[config.mk]
export PLATFORM = sky130hd
export DESIGN_NAME = pwm_throttle_slew_limiter
export DESIGN_NICKNAME = d
export VERILOG_FILES = /design/src/hw/rtl/pts_pkg.sv /design/src/hw/rtl/pwm_throttle_slew_limiter.sv /design/src/hw/rtl/pts_div.sv
export VERILOG_INCLUDE_DIRS = /design/src /design/src/hw/rtl
export SDC_FILE = /design/constraint.sdc
export NUM_CORES = 1
export LEC_CHECK = 0
export ABC_AREA = 1
export BUFFER_PORTS_ARGS = -buffer_cell sky130_fd_sc_hd__buf_2
export CAP_MARGIN = 10
export CORE_ASPECT_RATIO = 0.8
export CORE_MARGIN = 4
export CORE_UTILIZATION = 23
export DETAILED_ROUTE_END_ITERATION = 7
export HOLD_SLACK_MARGIN = 0.08
export MAX_ROUTING_LAYER = met4
export PLACE_DENSITY_LB_ADDON = 0.08
export SLEW_MARGIN = 20
export SYNTH_ARGS = -nofsm -noshare
export SYNTH_HDL_FRONTEND = slang
export SYNTH_SLANG_ARGS = --single-unit
[constraint.sdc]
create_clock -name aclk -period 9 [get_ports aclk]
set_clock_uncertainty 0.1 [all_clocks]
set_input_delay 0.45 -clock aclk [delete_from_list [all_inputs] [get_ports aclk]]
set_output_delay 0.45 -clock aclk [all_outputs]
set_load 0.03 [all_outputs]
[src/hw/rtl/assert_macros.svh]
// ----------------------------------------------------------------------------
// Assertion macros
// Concurrent assertion wrappers, empty when SYNTHESIS is defined.
// ----------------------------------------------------------------------------
`ifndef ASSERT_MACROS_SVH
`define ASSERT_MACROS_SVH

`ifndef SYNTHESIS

// Clocked assertion, disabled while reset is held low
`define PTS_ASSERT_RST(lbl, clk, rstn, prop, msg) \
    lbl: assert property (@(posedge clk) disable iff (!rstn) prop) else $error(msg);

// Clocked assertion, checked during reset too
`define PTS_ASSERT(lbl, clk, prop, msg) \
    lbl: assert property (@(posedge clk) prop) else $error(msg);

`else

`define PTS_ASSERT_RST(lbl, clk, rstn, prop, msg)
`define PTS_ASSERT(lbl, clk, prop, msg)

`endif

`endif

[src/hw/rtl/pts_pkg.sv]
`timescale 1ns / 1ps
// ----------------------------------------------------------------------------
// pts_pkg
// Shared types and constants of the PWM throttle slew limiter.
// ----------------------------------------------------------------------------
package pts_pkg;

    localparam int unsigned MOTORS_DEF = 8;

    localparam int unsigned PULSE_W    = 16;
    localparam int unsigned THR_W      = 17;
    localparam int unsigned IDX_FIELD_W = 3;

    localparam logic [THR_W-1:0]   FULL_SCALE     = 17'h10000;
    localparam logic [PULSE_W-1:0] PULSE_MIN_RST  = 16'd1000;
    localparam logic [PULSE_W-1:0] PULSE_MAX_RST  = 16'd2000;
    localparam logic [THR_W-1:0]   STEP_LIMIT_RST = 17'h10000;

    // Quotient bits produced by the divider, one per cycle
    localparam int unsigned DIV_STEPS = 16;
    localparam int unsigned DIV_CNT_W = 5;

    localparam int unsigned APB_AW = 4;
    localparam int unsigned APB_DW = 32;

    // Register word index (paddr[3:2])
    typedef enum logic [1:0] {
        CFG_PULSE_MIN  = 2'd0,
        CFG_PULSE_MAX  = 2'd1,
        CFG_STEP_LIMIT = 2'd2
    } cfg_idx_t;

    typedef enum logic [1:0] {
        ST_IDLE,
        ST_DIV,
        ST_SLEW
    } state_t;

    typedef struct packed {
        logic [IDX_FIELD_W-1:0] motor_index;
        logic [PULSE_W-1:0]     pulse_width;
    } in_t;

    typedef struct packed {
        logic [IDX_FIELD_W-1:0] motor_out;
        logic [THR_W-1:0]       throttle;
    } out_t;

endpackage

[src/hw/rtl/pwm_throttle_slew_limiter.sv]
`timescale 1ns / 1ps
// ----------------------------------------------------------------------------
// pwm_throttle_slew_limiter
// PWM pulse width to Q1.16 throttle with a per-motor slew-rate clamp.
// ----------------------------------------------------------------------------
// One request is taken at a time. A width at or below pulse_min or at or
// above pulse_max does not start the divider; a width between the limits
// goes through the 16-step serial divider before the slew clamp. The result
// sits in an output register, so the next request is taken while it waits
// for m_ready. The last throttle of each motor lives in a small synchronous
// RAM (one read and one write port, registered read data) with a valid bit
// per entry that reset clears, so no clearing pass is needed. Motors at or
// beyond MOTORS return throttle 0 and leave the RAM untouched. Registers:
// pulse_min at 0x0, pulse_max at 0x4, step_limit at 0x8.
// ----------------------------------------------------------------------------
`include "assert_macros.svh"

module pwm_throttle_slew_limiter #(
    parameter int unsigned MOTORS = pts_pkg::MOTORS_DEF
) (
    input  logic                         aclk,
    input  logic                         aresetn,

    input  logic                         s_valid,
    output logic                         s_ready,
    input  pts_pkg::in_t                 s_data,

    output logic                         m_valid,
    input  logic                         m_ready,
    output pts_pkg::out_t                m_data,

    input  logic                         psel,
    input  logic                         penable,
    input  logic                         pwrite,
    input  logic [pts_pkg::APB_AW-1:0]   paddr,
    input  logic [pts_pkg::APB_DW-1:0]   pwdata,
    output logic [pts_pkg::APB_DW-1:0]   prdata,
    output logic                         pready
);

    localparam int unsigned IDX_W = (MOTORS > 1) ? $clog2(MOTORS) : 1;

    // ------------------------------------------------------------------
    // Configuration registers
    // ------------------------------------------------------------------
    logic [pts_pkg::PULSE_W-1:0] pulse_min_reg;
    logic [pts_pkg::PULSE_W-1:0] pulse_max_reg;
    logic [pts_pkg::THR_W-1:0]   step_limit_reg;
    logic                        cfg_wr;
    pts_pkg::cfg_idx_t           cfg_idx;

    assign pready  = 1'b1;
    assign cfg_wr  = psel && penable && pwrite && pready;
    assign cfg_idx = pts_pkg::cfg_idx_t'(paddr[3:2]);

    always_ff @(posedge aclk) begin
        if (!aresetn) begin
            pulse_min_reg  <= pts_pkg::PULSE_MIN_RST;
            pulse_max_reg  <= pts_pkg::PULSE_MAX_RST;
            step_limit_reg <= pts_pkg::STEP_LIMIT_RST;
        end else if (cfg_wr) begin
            case (cfg_idx)
                pts_pkg::CFG_PULSE_MIN:  pulse_min_reg  <= pwdata[pts_pkg::PULSE_W-1:0];
                pts_pkg::CFG_PULSE_MAX:  pulse_max_reg  <= pwdata[pts_pkg::PULSE_W-1:0];
                pts_pkg::CFG_STEP_LIMIT: step_limit_reg <= pwdata[pts_pkg::THR_W-1:0];
                default: ;
            endcase
        end
    end

    always_comb begin
        case (cfg_idx)
            pts_pkg::CFG_PULSE_MIN:  prdata = pts_pkg::APB_DW'(pulse_min_reg);
            pts_pkg::CFG_PULSE_MAX:  prdata = pts_pkg::APB_DW'(pulse_max_reg);
            pts_pkg::CFG_STEP_LIMIT: prdata = pts_pkg::APB_DW'(step_limit_reg);
            default:                 prdata = '0;
        endcase
    end

    // ------------------------------------------------------------------
    // Request capture and classification
    // ------------------------------------------------------------------
    pts_pkg::state_t state_reg;
    pts_pkg::state_t state_next;

    pts_pkg::in_t    item_reg;
    logic            in_range_reg;
    logic            tgt_zero_reg;
    logic            tgt_full_reg;

    logic            s_accept;
    logic [31:0]     s_idx_wide;
    logic            s_in_range;
    logic            s_below;
    logic            s_above;
    logic            div_start;
    logic            div_busy;
    logic [pts_pkg::DIV_STEPS-1:0] div_quot;

    assign s_accept   = s_valid && s_ready;
    assign s_idx_wide = 32'(s_data.motor_index);
    assign s_in_range = (s_idx_wide < 32'(MOTORS));
    // Test against pulse_min first so out-of-order limits resolve the same way
    assign s_below    = (s_data.pulse_width <= pulse_min_reg);
    assign s_above    = !s_below && (s_data.pulse_width >= pulse_max_reg);

    always_ff @(posedge aclk) begin
        if (s_accept) begin
            item_reg     <= s_data;
            in_range_reg <= s_in_range;
            tgt_zero_reg <= s_below;
            tgt_full_reg <= s_above;
        end
    end

    pts_div u_div (
        .aclk     (aclk),
        .aresetn  (aresetn),
        .start    (div_start),
        .dividend (s_data.pulse_width - pulse_min_reg),
        .divisor  (pulse_max_reg - pulse_min_reg),
        .busy     (div_busy),
        .quotient (div_quot)
    );

    // ------------------------------------------------------------------
    // Throttle memory
    // ------------------------------------------------------------------
    logic [pts_pkg::THR_W-1:0] thr_mem [MOTORS];
    logic [pts_pkg::THR_W-1:0] mem_rdata_reg;
    logic [MOTORS-1:0]         vld_reg;
    logic                      rd_vld_reg;
    logic                      mem_re;
    logic                      mem_we;
    logic [IDX_W-1:0]          mem_raddr;
    logic [IDX_W-1:0]          mem_waddr;
    logic [31:0]               item_idx_wide;
    logic [pts_pkg::THR_W-1:0] slew_res;

    assign item_idx_wide = 32'(item_reg.motor_index);
    assign mem_raddr     = s_idx_wide[IDX_W-1:0];
    assign mem_waddr     = item_idx_wide[IDX_W-1:0];

    always_ff @(posedge aclk) begin
        if (mem_we) begin
            thr_mem[mem_waddr] <= slew_res;
        end
        if (mem_re) begin
            mem_rdata_reg <= thr_mem[mem_raddr];
        end
    end

    // Never-written entries read as zero
    always_ff @(posedge aclk) begin
        if (!aresetn) begin
            vld_reg    <= '0;
            rd_vld_reg <= 1'b0;
        end else begin
            if (mem_we) begin
                vld_reg[mem_waddr] <= 1'b1;
            end
            if (mem_re) begin
                rd_vld_reg <= vld_reg[mem_raddr];
            end
        end
    end

    // ------------------------------------------------------------------
    // Slew clamp
    // ------------------------------------------------------------------
    logic [pts_pkg::THR_W-1:0] last_thr;
    logic [pts_pkg::THR_W-1:0] target;
    logic [pts_pkg::THR_W-1:0] diff;
    logic [pts_pkg::THR_W-1:0] lim;
    logic                      going_up;

    assign last_thr = rd_vld_reg ? mem_rdata_reg : '0;
    assign target   = tgt_zero_reg ? '0 :
                      tgt_full_reg ? pts_pkg::FULL_SCALE :
                                     pts_pkg::THR_W'(div_quot);
    assign going_up = (target >= last_thr);
    assign diff     = going_up ? (target - last_thr) : (last_thr - target);
    assign lim      = (diff > step_limit_reg) ? step_limit_reg : diff;
    assign slew_res = going_up ? (last_thr + lim) : (last_thr - lim);

    // ------------------------------------------------------------------
    // Control
    // ------------------------------------------------------------------
    logic          m_valid_reg;
    pts_pkg::out_t m_data_reg;
    logic          out_free;
    logic          out_load;

    assign out_free = !m_valid_reg || m_ready;

    always_comb begin
        state_next = state_reg;
        case (state_reg)
            pts_pkg::ST_IDLE: begin
                if (s_accept) begin
                    state_next = pts_pkg::ST_DIV;
                end
            end
            pts_pkg::ST_DIV: begin
                if (!div_busy) begin
                    state_next = pts_pkg::ST_SLEW;
                end
            end
            pts_pkg::ST_SLEW: begin
                if (out_free) begin
                    state_next = pts_pkg::ST_IDLE;
                end
            end
            default: state_next = pts_pkg::ST_IDLE;
        endcase
    end

    always_comb begin
        s_ready   = (state_reg == pts_pkg::ST_IDLE);
        div_start = s_accept && !s_below && !s_above;
        mem_re    = s_accept && s_in_range;
        out_load  = (state_reg == pts_pkg::ST_SLEW) && out_free;
        mem_we    = out_load && in_range_reg;
    end

    always_ff @(posedge aclk) begin
        if (!aresetn) begin
            state_reg   <= pts_pkg::ST_IDLE;
            m_valid_reg <= 1'b0;
        end else begin
            state_reg <= state_next;
            if (out_load) begin
                m_valid_reg <= 1'b1;
            end else if (m_ready) begin
                m_valid_reg <= 1'b0;
            end
        end
    end

    always_ff @(posedge aclk) begin
        if (out_load) begin
            m_data_reg.motor_out <= item_reg.motor_index;
            m_data_reg.throttle  <= in_range_reg ? slew_res : '0;
        end
    end

    assign m_valid = m_valid_reg;
    assign m_data  = m_data_reg;

    // ------------------------------------------------------------------
    // Assertions
    // ------------------------------------------------------------------
    `PTS_ASSERT_RST(a_thr_range, aclk, aresetn, m_valid |-> (m_data.throttle <= pts_pkg::FULL_SCALE), "throttle above full scale")
    `PTS_ASSERT_RST(a_one_at_a_time, aclk, aresetn, s_accept |=> !s_ready, "request taken while busy")
    `PTS_ASSERT_RST(a_div_done, aclk, aresetn, (state_reg == pts_pkg::ST_SLEW) |-> !div_busy, "slew with divider busy")
    `PTS_ASSERT_RST(a_oob_zero, aclk, aresetn, (m_valid && (32'(m_data.motor_out) >= 32'(MOTORS))) |-> (m_data.throttle == '0), "unknown motor gave throttle")
    `PTS_ASSERT(a_rst_idle, aclk, !aresetn |=> (!m_valid && s_ready), "not idle after reset")

endmodule

[src/hw/rtl/pts_div.sv]
`timescale 1ns / 1ps
// ----------------------------------------------------------------------------
// pts_div
// Restoring divider for (a * 2^16) / d with a < d, one quotient bit a cycle.
// ----------------------------------------------------------------------------
module pts_div (
    input  logic                           aclk,
    input  logic                           aresetn,
    input  logic                           start,
    input  logic [pts_pkg::PULSE_W-1:0]    dividend,
    input  logic [pts_pkg::PULSE_W-1:0]    divisor,
    output logic                           busy,
    output logic [pts_pkg::DIV_STEPS-1:0]  quotient
);

    logic [pts_pkg::DIV_CNT_W-1:0] cnt_reg;
    logic [pts_pkg::DIV_CNT_W-1:0] cnt_next;
    logic [pts_pkg::PULSE_W-1:0]   rem_reg;
    logic [pts_pkg::PULSE_W-1:0]   rem_next;
    logic [pts_pkg::PULSE_W-1:0]   den_reg;
    logic [pts_pkg::DIV_STEPS-1:0] quot_reg;
    logic [pts_pkg::DIV_STEPS-1:0] quot_next;
    logic [pts_pkg::PULSE_W:0]     rem2;
    logic [pts_pkg::PULSE_W:0]     rem2_sub;
    logic                          qbit;

    assign busy     = (cnt_reg != '0);
    assign quotient = quot_reg;

    // Remainder stays below the divisor, so its double fits one extra bit
    assign rem2     = {rem_reg, 1'b0};
    assign rem2_sub = rem2 - {1'b0, den_reg};
    assign qbit     = (rem2 >= {1'b0, den_reg});

    always_comb begin
        cnt_next  = cnt_reg;
        rem_next  = rem_reg;
        quot_next = quot_reg;
        if (start) begin
            cnt_next  = pts_pkg::DIV_CNT_W'(pts_pkg::DIV_STEPS);
            rem_next  = dividend;
            quot_next = '0;
        end else if (busy) begin
            cnt_next  = cnt_reg - 1'b1;
            rem_next  = qbit ? rem2_sub[pts_pkg::PULSE_W-1:0] : rem2[pts_pkg::PULSE_W-1:0];
            quot_next = {quot_reg[pts_pkg::DIV_STEPS-2:0], qbit};
        end
    end

    always_ff @(posedge aclk) begin
        if (!aresetn) begin
            cnt_reg <= '0;
        end else begin
            cnt_reg <= cnt_next;
        end
    end

    always_ff @(posedge aclk) begin
        rem_reg  <= rem_next;
        quot_reg <= quot_next;
        if (start) begin
            den_reg <= divisor;
        end
    end

endmodule

==> impl_metrics.json <==
{
  "grt_pass1_wl_um": 88700,
  "worst_slew_pin_slew_ns": 0.979,
  "grt_pass1_vias": 14521,
  "wl_per_cell_um": 17.2,
  "status": "finished, final reports clean",
  "syn2layout_area_growth_pct": 16.6,
  "antenna_cells": 0,
  "drive_above_1_share": 0.0997,
  "clockBufferDepth": 3,
  "worstSetupEndpointType": "flop",
  "regArea_um2": 7950,
  "cts_sinks": 292,
  "fin_area_um2": 21100,
  "dpl_cell_area_um2": 19700,
  "finalSetupViolCount": 0,
  "place_ws_ns": 0.967,
  "die_h_um": 259,
  "clk_latency_ns": 0.55,
  "multi_input_area_um2": 8610,
  "arrival_ns": 8.11,
  "hp-class": "in -> reg",
  "crit_type": "reg -> reg",
  "cts-root-buf": "clkbuf_16",
  "dp_hpwl_um": 43700,
  "layout_common_cells": "nand2_1 (488), inv_1 (309), nor2_1 (226), edfxtp_1 (210), o21ai_0 (156)",
  "final_max_slew_viol_count": 0,
  "n_fill_cell": 8417,
  "fin_util": 0.272,
  "core_um2": 77500,
  "final.setup.tns_ns": 0,
  "cts_max_level": 2,
  "gp_congestion": 0.828,
  "num_rows": 91,
  "slowest_stage": "xnor2_1",
  "tritoncts": "done",
  "num_vias": 14719,
  "grt_overflow": 0,
  "setup_slack_ns": 1.00,
  "grt_use_total": 0.142,
  "die_area_um2": 83200,
  "drtIter0Drc": 806,
  "final.period_utilization": 0.889,
  "finalHoldViolCount": 0,
  "max_freq_mhz": 125,
  "synth-async-reset-ratio": 0,
  "synth_seq_cells": 292,
  "rsz0062_at_grt": "false",
  "io_buffers": 83,
  "ys_seq_area_frac": 0.439,
  "netlist_area_um2": 18100,
  "synth-edff-count": 210,
  "cp-start-kind": "flop",
  "ioPinCount": 117,
  "synth.distinct_cells": 49,
  "die_w_um": 322,
  "layout.nets": 2520,
  "max_stage_delay_ns": 0.74,
  "wl_um": 57800,
  "largest_reg_flops": 136,
  "cp_max_fo": 17,
  "fin_crit_ns": 8.00,
  "ant_nets": 0,
  "synthFlopType": "edfxtp_1",
  "vias_per_cell": 4.37,
  "start_util": 0.233,
  "syn_inst": 2218,
  "timing.max_cap.violations": 0,
  "grt_max_degree": 69,
  "drc": 0,
  "layout_commonest_cell": "nand2_1",
  "antenna_found_initial": 0,
  "cts_buffers": 38,
  "slew_headroom": 0.347,
  "avgSynthCellArea_um2": 8.16,
  "clkTransAtPathRegs_ns": 0.06,
  "yosysWarnings": 0,
  "drt-pass1-iter-count": 5,
  "critPathRequiredTime_ns": 9.11,
  "crit_top_cell": "nand2_1"
}
## what timing repair did
action,in CTS,in global routing
resized for setup,0,0
buffers inserted,0,0
hold endpoints to repair,17,0
hold buffers,11,0
## through the flow
step / hold WS (ns) / instances
final: 0.127 / 3371
after global routing: 0.116 / 3371
after CTS: 0.0831 / 3371
after detailed placement: 0.360 / 3292
after global placement: 0.348 / 3292
after floorplan: 0.335 / 2232
## cells by family after synthesis
kind of cell               after synthesis  share of synthesized area
and+or+nand+nor                        902                      0.209
AOI/OAI and AO/OA                      406                      0.129
buffers and inverters                  406                     0.0899
DFF                                    292                      0.439
adders and majority gates              138                     0.0979
xor gates and xnor gates                72                     0.0349
other                                    2                   0.000415
## synthesized netlist by cell type, types with 22 or more instances
master    number  area share
nand2_1      488        0.10
inv_1        309       0.064
nor2_1       234       0.049
edfxtp_1     210        0.35
o21ai_0      156       0.043
ha_1         132       0.091
a21oi_1      115       0.032
dfxtp_1       82       0.091
nand3_1       82       0.023
clkbuf_1      51       0.011
xor2_1        45       0.022
nor3_1        29      0.0080
xnor2_1       27       0.013
a31oi_1       26      0.0090
nand2_2       26      0.0090
o211ai_1      24       0.010
nand4_1       22      0.0076
## critical path: cells and delay by family (launching register included)
family / cells / cell delay (ns)
compound gates: 6 / 1.20
xor+xnor: 1 / 0.74
fa+ha+maj: 4 / 1.35
buf+inv: 10 / 1.05
flops: 1 / 0.70
simple gates: 17 / 2.48
## area by class of cell
class / instances / share of cell area
Inverter: 324 / 0.0576
Sequential cell: 292 / 0.377
Clock inverter: 22 / 0.0112
Clock buffer: 46 / 0.0480
Timing Repair Buffer: 130 / 0.0377
Multi-Input combinational cell: 1534 / 0.408
Tap cell: 1023 / 0.0607
## worst paths after layout
| path | from | cells after the start | endpoint | slack, ns |
|---|---|---|---|---|
| max | tgt_zero_reg | 38 | thr_mem[7][12] | 1.00 |
| min | pwdata[2] | 3 | step_limit_reg[2] | 0.13 |
| max reg2reg | tgt_zero_reg | 38 | thr_mem[7][12] | 1.00 |
| min reg2reg | vld_reg[6] | 2 | vld_reg[6] | 0.37 |
## per-layer routing
metal / up-vias / routed length, um / track usage
li1: 7556 / - / -
met1: 6905 / 30400 / 0.208
met2: 198 / 24400 / 0.209
met3: 60 / 1990 / 0.0169
met4: 0 / 1020 / 0.0298
met5: - / 0 / -
Power is left out: the tool's default activity adds up to more than one toggle a clock period on the data nets, which glitch-free logic cannot reach.
